<file path="config.mk">
export PLATFORM = sky130hd
export DESIGN_NAME = cau_mul
export DESIGN_NICKNAME = d
export VERILOG_FILES = /design/src/design/cau_pkg.sv /design/src/design/cau_mul.sv
export SDC_FILE = /design/constraint.sdc
export NUM_CORES = 2
export LEC_CHECK = 0
export ABC_CLOCK_PERIOD_IN_PS = 10900
export BUFFER_PORTS_ARGS = -buffer_cell sky130_fd_sc_hd__buf_4
export CAP_MARGIN = 20
export CORE_UTILIZATION = 35
export DETAILED_ROUTE_END_ITERATION = 8
export PLACE_DENSITY_LB_ADDON = 0.08
export SLEW_MARGIN = 20
export SYNTH_ARGS = -nofsm -noshare
export SYNTH_HDL_FRONTEND = slang
export SYNTH_SLANG_ARGS = --single-unit
</file>
<file path="constraint.sdc">
create_clock -name clk -period 10.9 [get_ports clk]
set_input_delay 2.18 -clock clk [delete_from_list [all_inputs] [get_ports clk]]
set_output_delay 2.18 -clock clk [all_outputs]
set_load 0.05 [all_outputs]
</file>
<file path="src/design/cau_pkg.sv">
// Shared constants, opcodes and sequencer states for the complex arithmetic unit.
package cau_pkg;

  localparam int WORD_BITS_D = 32;
  localparam int FRAC_BITS_D = 16;
  localparam int EXP_BITS_D  = 8;
  localparam int CMD_BITS    = 4;

  typedef enum logic [CMD_BITS-1:0] {
    CMD_ADD   = 4'd0,
    CMD_SUB   = 4'd1,
    CMD_MUL   = 4'd2,
    CMD_DIV   = 4'd3,
    CMD_NEG   = 4'd4,
    CMD_POW   = 4'd5,
    CMD_MAG   = 4'd6,
    CMD_SQRT  = 4'd7,
    CMD_EQUAL = 4'd8
  } cau_cmd_t;

  typedef enum logic [4:0] {
    ST_IDLE,
    ST_SIMPLE,
    ST_SQ0,
    ST_SQ1,
    ST_SQ2,
    ST_M0,
    ST_M1,
    ST_M2,
    ST_M3,
    ST_M4,
    ST_ITA_GO,
    ST_ITA_WAIT,
    ST_ITB_GO,
    ST_ITB_WAIT,
    ST_ITC_GO,
    ST_ITC_WAIT,
    ST_OUT
  } cau_state_t;

endpackage

</file>
<file path="src/design/cau_mul.sv">
// Shared unsigned multiplier with registered product.
module cau_mul #(
  parameter int W = cau_pkg::WORD_BITS_D
) (
  input  logic           clk,
  input  logic [W-1:0]   a,
  input  logic [W-1:0]   b,
  output logic [2*W-1:0] prod
);

  always_ff @(posedge clk) begin
    prod <= {{W{1'b0}}, a} * {{W{1'b0}}, b};
  end

endmodule

</file>
# Word-level counts from Yosys, hierarchy flattened
# Cells that the tools add are included.
[totals]
register_bits = 64
word_cells = 2
inputBits = 65
out_inout_bits = 64
[op_classes]
n_mul = 1
[op_table]
columns = ["cell", "n"]
rows = [
  ["32-bit by 32-bit multiplier with 64-bit output", 1],
]

# Longest topological paths before layout
[logic_depth]
ltp_word = 1
depth_mapped = 29
depth_no_buf = 27

# Worst setup path before layout
# No wires, ideal clock.
[synth_path]
path_kind = "input-to-reg"
start = "in a[25]"
end = "reg prod[62]"
path_buffers = 2
setup_ps = 72
arrival_time_ps = 8861
slack_ps = 1967
required_time_ps = 10828
cell_stages = 25
path_cell_list = "clkbuf_1 nand2_1 fa_1 inv_1 fa_1 inv_1 fa_1 inv_1 fa_1 fa_1 fa_1 fa_1 inv_1 fa_1 inv_1 ha_1 buf_2 nand4_1 or4_1 or3_1 a31oi_1 a31o_2 a211oi_1 o21ai_1 xor2_1"
[synth_via]
elab_chain_cells = 1
[synth_lines]
columns = ["element", "line", "source"]
rows = [
  ["start, declared", "cau_mul.sv:6", "input logic [W-1:0] a,"],
  ["32-bit by 32-bit multiplier with 64-bit output", "cau_mul.sv:12", "prod <= {{W{1'b0}}, a} * {{W{1'b0}}, b};"],
  ["end signal, assigned", "cau_mul.sv:12", ""],
  ["end, declared", "cau_mul.sv:8", "output logic [2*W-1:0] prod"],
]
# Every way passes these cells.

# Worst setup path after layout
[layout_path]
start = "in b[9]"
end = "reg prod[62]"
[layout_via]
elab_chain_cells = 1
[layout_lines]
columns = ["element", "line", "source"]
rows = [
  ["start, declared", "cau_mul.sv:7", "input logic [W-1:0] b,"],
  ["32-bit by 32-bit multiplier with 64-bit output", "cau_mul.sv:12", ""],
]
# Every way passes these cells.

==> out/results.ini <==
[global_routing]
antenna_found_initial=4
grt.overflow.total=0
grt_max_degree=33
grt_pass1_vias=27600
grt_pass1_wl_mm=168
grt_use_total_pct=22.6

[yosys]
async_reset_ff_share_pct=0
synthAdderAreaFrac_pct=61.2
synth.most_common_cell=fa_1
ys.flop_type=dfxtp_1
synth_xor_area_share_pct=1.52
synthMuxAreaShare_pct=0.0289
yosysTopAreaCell=fa_1
synth_common_cells=fa_1, inv_1, and2_1
netlist_instances=3748
synth_top_family_by_area=adder cells
ys_warn_count=0
synth.top_cell.area_share_pct=51.7
ys_seq_area_share_pct=3.69
synth_area_per_cell_um2=9.25
syn_nets=4972
synth_area_leaders=fa_1, and2_1, ha_1
synth-compound-area-share_pct=4.15
synth_edf_count=0
synth_simple_gate_area_share_pct=17.6
netlist_area_um2=34700
synth_seq_cells=64
ys_types=57

[floorplan]
core_area_um2=98300
io_pins=129
die_w_um=317
fp-row-count=115
design.die.area_um2=100000
die_h_um=317
start_util_pct=35.3

[flow_run]
drv_cap=0

[placed_design]
dp_cells=4953
hpwl_mm=85.9
gp_congestion=0.816
io_buffers=128

[clocking]
cts_buffer_depth=2
numCtsBuffers=9
cts_resized=0
h-tree-depth=3
cts_tree=done
root_buffer=clkbuf_16
path_clk_slew_ns=0.06
post-cts-setup-buffers=0
hold_buffers=0
cts.sink_count=64

[detailed_routing]
wl_per_cell_um=21.6
dr.pass1.iters=9
remaining_drc_errors=8
routed_wirelength_mm=107
vias=23900
drt.antenna.violating_nets=0
viasPerCell=4.82
drt_iter0_markers=1054

[outcome]
violations=design-rule violations
status=complete, but fails checks

[final_layout]
syn2layout_area_growth_pct=6.12
top_register=prod
largest_reg_flops=64
stdcell_count=4971
post-route-util_pct=37.4
fin_nets=4901
largestRegisters=prod: 64 flops
drive_gt1_share_pct=4.64

[critical_path]
crit_slowest_cell=a31oi_1
path_cells=buf_4, and2_1, fa_1, fa_1, inv_1, fa_1, inv_1, fa_1, inv_1, fa_1, fa_1, fa_1, fa_1, inv_1, ha_1, nand4_1, or4_1, or3_1, a31oi_1, a31o_2, a211oi_1, o21ai_1, xor2_1
critical_path_class=primary input to flop
cpMostUsedCell=fa_1
arrival_ns=10.06
critPathCaptureType=flop
required_ns=11.19
crit_fanout=32
slowest_delay_ns=0.63
worst_setup_path_start_kind=primary input

[timing]
setup_viol=0
finalSetupTns_ns=0
worst_pin_slew_ns=0.736
hold_viol_final=0
period_needed_ns=9.77
fmax_mhz=102
min_period_over_period_pct=89.7
relSlewSlack_pct=50.7
rsz0062_at_grt=no
drv_slew=0

[worst_hold_path]
hp-class=primary input to flop

-- layout by cell type (no fill, tap or decap), drive strengths merged, types with 23 or more instances in the layout --
cell,Yosys,final
dfxtp,64,64
a21o,40,40
inv,865,866
xnor2,35,35
buf,7,138
fa,896,896
ha,263,263
xor2,25,25
nand4,23,23
o21ai,26,26
a21oi,66,66
and2,602,602
nand2,480,480
-- routing by layer --
| layer | track usage [%] | wire length [um] | up-vias |
|---|---|---|---|
| li1 | - | - | 10700 |
| met1 | 27.6 | 42700 | 12800 |
| met2 | 43.0 | 59100 | 368 |
| met3 | 1.78 | 2690 | 91 |
| met4 | 5.27 | 2850 | 2 |
| met5 | 0 | 14 | - |
-- kinds of logic after synthesis --
logic type	Yosys count
buf+inv	1085
compound gates	202
xor+xnor	60
flops	64
fa+ha+maj	1159
mux	1
simple gates	1177
-- through the flow --
| stage | hold WS, ns | setup slack [ns] | area [um^2] |
|---|---|---|---|
| finish | 2.41 | 1.13 | 36800 |
| floorplan | 2.31 | 1.97 | 34700 |
| detailed placement | 2.63 | 0.801 | 36500 |
| global route | 2.40 | 0.845 | 36800 |
| CTS | 2.39 | 1.18 | 36800 |
| global placement | 2.63 | 0.869 | 36500 |
-- worst paths after layout --
check | to | start | cells past startpoint
setup / recovery | prod[62] | b[9] | 23
hold / removal | prod[0] | b[0] | 2
-- critical path, delay by kind of cell --
family / cells / cell delay (ns)
AO/OA/AOI/OAI: 4 / 1.25
buffers and inverters: 5 / 0.63
adder cells (fa/ha/maj): 9 / 4.49
XOR/XNOR: 1 / 0.14
AND/OR/NAND/NOR: 4 / 1.32
-- layout make-up --
cell class / instances / area (um^2)
flip-flops and latches: 64 / 1280
clock buffers: 10 / 239
well taps: 1287 / 1610
diodes: 2 / 5.00
fillers: 10200 / 61500
repair buffers: 138 / 1040
multi-input cells: 2599 / 29300
clock inverters: 6 / 66.3
inverters: 865 / 3250
Power is not shown: default switching activity piles up to over one toggle a cycle in this logic, so the estimate is an artifact.
