<file path="src/design/cau_pkg.sv">
// Shared constants, opcodes and sequencer states for the complex arithmetic unit.
package cau_pkg;

  localparam int WORD_BITS_D = 32;
  localparam int FRAC_BITS_D = 16;
  localparam int EXP_BITS_D  = 8;
  localparam int CMD_BITS    = 4;

  typedef enum logic [CMD_BITS-1:0] {
    CMD_ADD   = 4'd0,
    CMD_SUB   = 4'd1,
    CMD_MUL   = 4'd2,
    CMD_DIV   = 4'd3,
    CMD_NEG   = 4'd4,
    CMD_POW   = 4'd5,
    CMD_MAG   = 4'd6,
    CMD_SQRT  = 4'd7,
    CMD_EQUAL = 4'd8
  } cau_cmd_t;

  typedef enum logic [4:0] {
    ST_IDLE,
    ST_SIMPLE,
    ST_SQ0,
    ST_SQ1,
    ST_SQ2,
    ST_M0,
    ST_M1,
    ST_M2,
    ST_M3,
    ST_M4,
    ST_ITA_GO,
    ST_ITA_WAIT,
    ST_ITB_GO,
    ST_ITB_WAIT,
    ST_ITC_GO,
    ST_ITC_WAIT,
    ST_OUT
  } cau_state_t;

endpackage

</file>
<file path="src/design/cau_iter.sv">
// Shared shift/compare/subtract unit: restoring divide or bit-pair square root.
module cau_iter #(
  parameter int W = cau_pkg::WORD_BITS_D,
  parameter int F = cau_pkg::FRAC_BITS_D
) (
  input  logic           clk,
  input  logic           rst,
  input  logic           start,
  input  logic           mode_sqrt,
  input  logic [2*W-1:0] x,
  input  logic [2*W-1:0] den,
  output logic [W:0]     result,
  output logic           done
);

  localparam int NW = 2*W + F;
  localparam int RW = 2*W + 2;
  localparam int CW = $clog2(NW + 1);

  logic          busy;
  logic [CW-1:0] cnt;
  logic [NW-1:0] src;
  logic [RW-1:0] rem;
  logic [W-1:0]  acc;
  logic          ovf;
  logic          mode_r;
  logic [2*W-1:0] den_r;

  logic [RW-1:0] shifted;
  logic [RW-1:0] opnd;
  logic          ge;

  always_comb begin
    if (mode_r) begin
      shifted = {rem[RW-3:0], src[NW-1:NW-2]};
      opnd    = {{(RW-W-2){1'b0}}, acc, 2'b01};
    end else begin
      shifted = {rem[RW-2:0], src[NW-1]};
      opnd    = {2'b00, den_r};
    end
    ge = (shifted >= opnd);
  end

  assign result = {ovf, acc};

  always_ff @(posedge clk) begin
    if (rst) begin
      busy <= 1'b0;
      done <= 1'b0;
    end else begin
      done <= 1'b0;
      if (start) begin
        busy   <= 1'b1;
        src    <= {x, {F{1'b0}}};
        rem    <= '0;
        acc    <= '0;
        ovf    <= 1'b0;
        mode_r <= mode_sqrt;
        den_r  <= den;
        cnt    <= mode_sqrt ? CW'(W) : CW'(NW);
      end else if (busy) begin
        rem <= ge ? (shifted - opnd) : shifted;
        acc <= {acc[W-2:0], ge};
        // quotient bits that leave the word mark saturation
        ovf <= ovf | acc[W-1];
        src <= mode_r ? {src[NW-3:0], 2'b00} : {src[NW-2:0], 1'b0};
        cnt <= cnt - 1'b1;
        if (cnt == CW'(1)) begin
          busy <= 1'b0;
          done <= 1'b1;
        end
      end
    end
  end

endmodule

</file>
<file path="config.mk">
export PLATFORM = sky130hd
export DESIGN_NAME = cau_iter
export DESIGN_NICKNAME = d
export VERILOG_FILES = /design/src/design/cau_pkg.sv /design/src/design/cau_iter.sv
export SDC_FILE = /design/constraint.sdc
export NUM_CORES = 1
export LEC_CHECK = 0
export BUFFER_PORTS_ARGS = -buffer_cell sky130_fd_sc_hd__buf_2
export CAP_MARGIN = 0
export CORE_AREA = 2 2 176 178
export CTS_BUF_LIST = sky130_fd_sc_hd__clkbuf_2
export DETAILED_ROUTE_END_ITERATION = 8
export DIE_AREA = 0 0 178 180
export PLACE_DENSITY = 0.77
export SYNTH_ARGS = -nofsm -noshare
export SYNTH_HDL_FRONTEND = slang
export SYNTH_SLANG_ARGS = --single-unit
export TNS_END_PERCENT = 50
</file>
<file path="constraint.sdc">
create_clock -name clk -period 13.6 [get_ports clk]
set_input_delay 2.72 -clock clk [delete_from_list [all_inputs] [get_ports clk]]
set_output_delay 2.72 -clock clk [all_outputs]
set_load 0.005 [all_outputs]
</file>
; ---- Word level (Yosys, flattened, before mapping)
; Cells that the tools add are included.
[totals]
ramBits = 0
wordCells = 37
register_bits = 252
output_inout_bits = 34
latch_bits = 0
inputBits = 132
memories = 0
romBits = 0
[classes]
n_reduce_logical = 4
multipliers = 0
muxes = 16
n_bitwise = 3
magnitude_cmp = 1
add_sub_neg = 2
eq_ne = 1
n_shift = 0
div_mod_pow = 0
[ops]
columns = op, count
row1 = 2-to-1 mux 80 bit, 3
row2 = 2-to-1 mux 65 bit, 2
row3 = >= comparator 66 x 64 -> 1 bit, 1
row4 = 2-to-1 mux 66 bit, 1
row5 = subtractor 65 x 64 -> 65 bit, 1
row6 = 2-to-1 mux 64 bit, 1
row7 = 2-to-1 mux 32 bit, 1
row8 = 2-to-1 mux 7 bit, 3
row9 = equality test 7 x 1 -> 1 bit (second input constant), 1
row10 = subtractor 7 x 1 -> 7 bit (second input constant), 1
row11 = 2-to-1 mux 1 bit, 5
row12 = AND reduction 2 bit, 2
row13 = OR reduction 3 bit, 1
row14 = NOT 1 bit, 2
row15 = nonzero test 2 bit, 1
row16 = bitwise OR 1 bit, 1

; ---- Depth between registers and ports, before layout
; Gate-level depths: netlist (run 1).
[logic_depth]
depth_word = 4
mapped_depth = 21
depth_no_buf = 13

; ---- Worst setup path after synthesis (run 1)
; OpenSTA, ideal clock, no wires.
[synth_path]
kind = input port to flip-flop
startpoint = in start
endpoint = reg acc[0], enable pin
path_buffers = 2
arrival_time_ns = 10.362
setup_ns = 0.701
required_time_ns = 12.899
slack_ns = 2.537
stages = 4
cell_sequence = clkbuf_1 > clkbuf_1 > nor2_1 > nor2_1
[synth_between]
elab_chain_len = 2
[synth_rtl]
columns = element, line_no
row1 = start: declaration, cau_iter.sv:8  ; input logic start,
row2 = nonzero test 2 bit (no source line), n/a
row3 = AND reduction 2 bit (no source line), n/a
row4 = end signal: assignment, cau_iter.sv:63  ; acc <= {acc[W-2:0], ge};
row5 = end: declaration, cau_iter.sv:24  ; logic [W-1:0] acc;
; Every way passes these cells.
; A chain may end at the register's enable or synchronous reset.

; ---- Final worst setup path (run 1)
[layout_path]
startpoint = in start
endpoint = reg rem[34], enable pin
[layout_between]
elab_chain_len = 2
[layout_rtl]
columns = element, line_no
row1 = nonzero test 2 bit (no source line), n/a
row2 = AND reduction 2 bit (no source line), n/a
row3 = end signal: assignment, cau_iter.sv:62  ; rem <= ge ? (shifted - opnd) : shifted;
row4 = end: declaration, cau_iter.sv:23  ; logic [RW-1:0] rem;
; Every way passes these cells.

==> results.cfg, run 1 <==
[final_layout]
fin_area_um2 = 16670
area_growth_syn_to_layout_pct = 11.58
drive_gt1_share_pct = 21.22
nets = 1826

[timing]
worst_pin_slew_ns = 1.119
fin_setup_tns_ns = 0
fin_crit_sh_pct = 42.46
layout_min_cycle_time_ns = 5.775
setup_viol = 0
hold_violations = 0
rsz0062_at_grt = false
skew_ns = 0.04614
timing.final.max_slew_violations = 0
max_clock_freq_ghz = 0.1732
slew_headroom_pct = 25.42

[clock_tree]
cts_buffer_depth = 3
h-tree-depth = 3
cts_resized = 0
clkLatencyLatePin_ns = 0.86
cts_sinks = 236
post_cts_buffers = 0
numCtsBuffers = 66
cts_tree = yes
clkSlewWorstSetupHoldPaths_ns = 0.09
hold_buffers = 0
root_buffer = clkbuf_2

[power_and_ir_drop]
ir_drop_v = 0.00007018
power.density_nw_per_um2 = 137.6
leakagePower_uw = 0.006666
p_total_uw = 2293

[routing]
via_per_inst = 5.622
drtAntennaViolNets = 0
wl_mm = 34.31
vias = 11650
drc_errors = 0
dr.pass1.iters = 7
drt-initial-drc-count = 877
wl_per_cell_um = 16.56

[logic_synthesis]
synth_ff_type = edfxtp_1
synth.area.top_cells = edfxtp_1, mux2i_1, ha_1
synth_largest_area_cell = edfxtp_1
synth_fp_nets = 1666
seq_area_frac_synth_pct = 47.31
synth.top_cell.area_share_pct = 47.04
synth_most_common_cell = edfxtp_1
syn_avg_cell_area_um2 = 10.18
synth_seq_cells = 236
async_flop_share_pct = 0
syn-cell-area_um2 = 14940
synth_edf_count = 234
synth.top_cells.by_count = edfxtp_1, nand2_1, a21oi_1
netlist-cell-type-count = 67
ys.warnings.count = 0
synth_cells = 1467

[critical_path]
worstPathMaxFanout = 142
critPathCaptureType = flip-flop
worstSetupPathType = in2reg
ff2ff_path_depth = 14
cp_common_cell = buf_4
r2r_start = mode_r
cpLargestDelayFamily = buffers and inverters
max_stage_delay_ns = 0.88
critPathSlowestCell = nor2_4
critPathRequiredTime_ns = 14.06
worstPathBufferInverterCount = 3
r2r_end = rem[57]
r2r_slack_ns = 8.19
arrival_ns = 6.23
worstSetupStartpointType = input port
worstPathCellList = buf_6 > nor2_1 > nor2_4 > buf_4 > buf_4

[min_path]
holdPathStages = 1
holdPathEnd = done
worstHoldStart = busy
min_path_type = reg2reg

[run]
drv_cap = 0

[global_route]
grt_max_degree = 195
track_usage_pct = 21.35
grt_pass1_vias = 11660
overflow = 0
antenna_found_initial = 2
grt_pass1_wl_mm = 56.00

[floorplan]
dieArea_um2 = 32040
num_io_pins = 166
fp-row-count = 64
start_util_pct = 49.48
die_x_um = 178
die_y_um = 180
fp.coreArea_um2 = 30190

[placed_design]
gp_congestion = 0.8954
portBuffers = 165
place_area_um2 = 16020
hpwl_mm = 23.18

[run_status]
status = complete, no violations
[cell usage in the layout (no fill, tap or decap), types with 6 or more instances in the layout]
cell type,count
o21ai_0,111
a31oi_1,14
clkinv_1,11
or3_1,10
nor3_1,26
o21a_1,13
buf_2,164
a21oi_1,130
a21o_1,20
nand2_1,216
buf_4,6
nor2b_1,41
o21bai_1,13
ha_1,66
nand3_1,13
nor2_1,76
a21boi_0,6
xor2_1,15
nand2b_1,37
xnor2_1,41
mux2_2,63
and2_1,7
inv_1,22
nand4_1,26
a211oi_1,14
edfxtp_1,234
mux2i_1,99
clkbuf_2,91
[registers in the layout, summed over array words and instances (netlist names)]
name,count
cnt,7
mode_r,1
acc,32
rem,65
busy,1
ovf,1
done,1
den_r,64
src,64
[cells by family (layout without fill, tap and decap cells)]
logic type               after synthesis  in the layout  synth area share [%]
AND/OR/NAND/NOR                      480            480                 15.04
adder cells (fa/ha/maj)               67             67                 5.663
other                                  0              3                     0
flip-flops                           236            236                 47.31
XOR/XNOR                              56             56                 3.284
AO/OA/AOI/OAI                        364            364                 14.59
buffers and inverters                102            308                 2.731
multiplexers                         162            162                 11.38
[power by group]
group	switching [uW]	internal (uW)	total, uW
combinational	485	333	818
clock	311	240	551
sequential	31.2	894	925
[through the flow]
stage	setup WS [ns]	utilization (%)	hold slack, ns	cells
2_1_floorplan	2.537	-	0.4600	1467
3_3_place_gp	7.054	53.08	0.4825	1955
3_5_place_dp	6.943	53.08	0.4789	1955
4_1_cts	7.835	55.18	0.4921	2069
5_1_grt	7.539	55.21	0.5144	2072
6_report	7.825	55.21	0.4925	2072
[area by class of cell]
cell class,instances,area [um2]
clock inverter,23,180.2
inverter,22,82.58
multi-input combinational,1129,7481
clock buffer,91,455.4
timing repair buffer,172,897.1
sequential,236,7067
fill,2687,13520
antenna,3,7.507
tap,396,495.5
[worst max path at each step]
stage,end,from,slack (ns),depth (start not counted)
3_3_place_gp,acc[18],start,7.05,5
6_report,rem[34],start,7.83,5
5_1_grt,rem[34],start,7.54,5
3_5_place_dp,acc[17],start,6.94,5
4_1_cts,rem[50],start,7.84,5
2_1_floorplan,acc[0],start,2.54,4
[per-layer routing]
layer / wire (um) / vias to the layer above / global-route usage, %
li1: - / 5767 / -
met1: 15080 / 5463 / 28.30
met2: 16420 / 347 / 34.47
met3: 2012 / 71 / 3.997
met4: 803 / 0 / 8.557
met5: 0 / - / 0
(Power assumes the default switching activity.)
==> run 2: changes to the inputs <==
==> constraint.sdc (replaced) <==
create_clock -name clk -period 5.9 [get_ports clk]
set_input_delay 1.18 -clock clk [delete_from_list [all_inputs] [get_ports clk]]
set_output_delay 1.18 -clock clk [all_outputs]
set_load 0.005 [all_outputs]
==> results.cfg, run 2 (synthesized netlist as in run 1, its figures left out) <==
[run_status]
status = complete, no violations

[critical_path]
critPathRequiredTime_ns = 6.49
r2r_start = mode_r
arrival_ns = 5.57
worstPathMaxFanout = 46
worstSetupStartpointType = flip-flop
worstSetupStartpoint = mode_r
worstSetupPathType = reg2reg
critPathCaptureType = flip-flop

[final_layout]
final_cell_mix = edfxtp_1, nand2_1, buf_2
top_regs = rem: 65 flops, den_r: 64 flops, src: 64 flops
drive_gt1_share_pct = 20.98
largest_reg_flops = 65
area_growth_syn_to_layout_pct = 11.90
instances_no_fill = 2078
nets = 1831
final_common_cell = edfxtp_1
regMostFlops = rem

[global_route]
grt_pass1_vias = 11510
grt_pass1_wl_mm = 56.01
grt_max_degree = 102
antenna_found_initial = 4
overflow = 0
track_usage_pct = 21.27

[run]
drv_cap = 0

[placed_design]
portBuffers = 165
hpwl_mm = 24.25
gp_congestion = 0.9438
dp.cells = 1965

[timing]
max_clock_freq_ghz = 0.2007
rsz0062_at_grt = false
timing.final.max_slew_violations = 0
worst_pin_slew_ns = 1.186
fin_crit_sh_pct = 84.44
skew_ns = 0.07907
slew_headroom_pct = 20.77
hold_violations = 0
fin_setup_tns_ns = 0
layout_min_cycle_time_ns = 4.982
setup_viol = 0

[clock_tree]
post_cts_buffers = 0
root_buffer = clkbuf_2
numCtsBuffers = 61
hold_buffers = 0
cts_resized = 0
cts_sinks = 236
clkLatencyLatePin_ns = 0.91
cts_tree = yes
clkSlewWorstSetupHoldPaths_ns = 0.10
h-tree-depth = 2
cts_buffer_depth = 3

[floorplan]
die_y_um = 180
dieArea_um2 = 32040
fp-row-count = 64
num_io_pins = 166
die_x_um = 178
start_util_pct = 49.48
fp.coreArea_um2 = 30190

[min_path]
worstHoldStart = den[29]
min_path_type = in2reg

[power_and_ir_drop]
power.density_nw_per_um2 = 309.9
leakagePower_uw = 0.006675
ir_drop_v = 0.0001670

[routing]
wl_per_cell_um = 16.63
wl_mm = 34.55
vias = 11770
drtAntennaViolNets = 0
drc_errors = 0
via_per_inst = 5.664
drt-initial-drc-count = 1053
dr.pass1.iters = 6
-- run 2: report_power, final --
part,leakage (uW),internal (uW),switching (uW)
Sequential,0.00227,2060,73.2
Combinational,0.00399,782,1140
Clock,0.000415,437,694
Total,0.00667,3280,1900
-- run 2: through the flow --
stage                     hold slack (ns)  total power [uW]  worst slack, ns  util [%]  cell area (um2)
after floorplan                    0.4600              3599           0.8975         -            14940
after global placement             0.4695              4012            1.132     53.49            16150
after detailed placement           0.4745              4046           0.9328     53.49            16150
after CTS                          0.3213              5207           0.9192     55.33            16700
after global routing               0.3174              5535           0.5123     55.37            16710
final                              0.4404              5181           0.9178     55.37            16710
-- run 2: worst max-delay path, cell delays in order (launching register included) --
cell	delay, ns
edfxtp_1	0.77
buf_12	0.28
mux2_2	0.37
ha_1	0.44
nand2_1	0.17
nor2_1	0.08
nand4_1	0.10
or4_1	0.14
nor2_1	0.04
or3_1	0.31
nor3_1	0.61
nand2_2	0.75
buf_4	0.44
nor2_1	0.10
a211oi_1	0.05
-- run 2: worst paths after layout --
path / depth (start not counted) / slack [ns] / end
max: 14 / 0.92 / rem[31]
min reg2reg: 1 / 0.49 / done
max reg2reg: 14 / 0.92 / rem[31]
min: 1 / 0.44 / den_r[29]
-- run 2: metal layers --
layer	up-vias	global-route usage (%)	wire [um]
li1	5773	-	-
met1	5575	29.23	15660
met2	353	33.49	16080
met3	68	4.272	1961
met4	0	7.344	852
met5	-	0	0
-- run 2: cell type report --
cell class                      count  area [um2]
Clock inverter                     26       141.4
Antenna cell                        4       10.01
Sequential cell                   236        7067
Clock buffer                       83       415.4
Tap cell                          396       495.5
Multi-Input combinational cell   1129        7481
Timing Repair Buffer              182        1022
Fill cell                        2617       13470
Inverter                           22       82.58
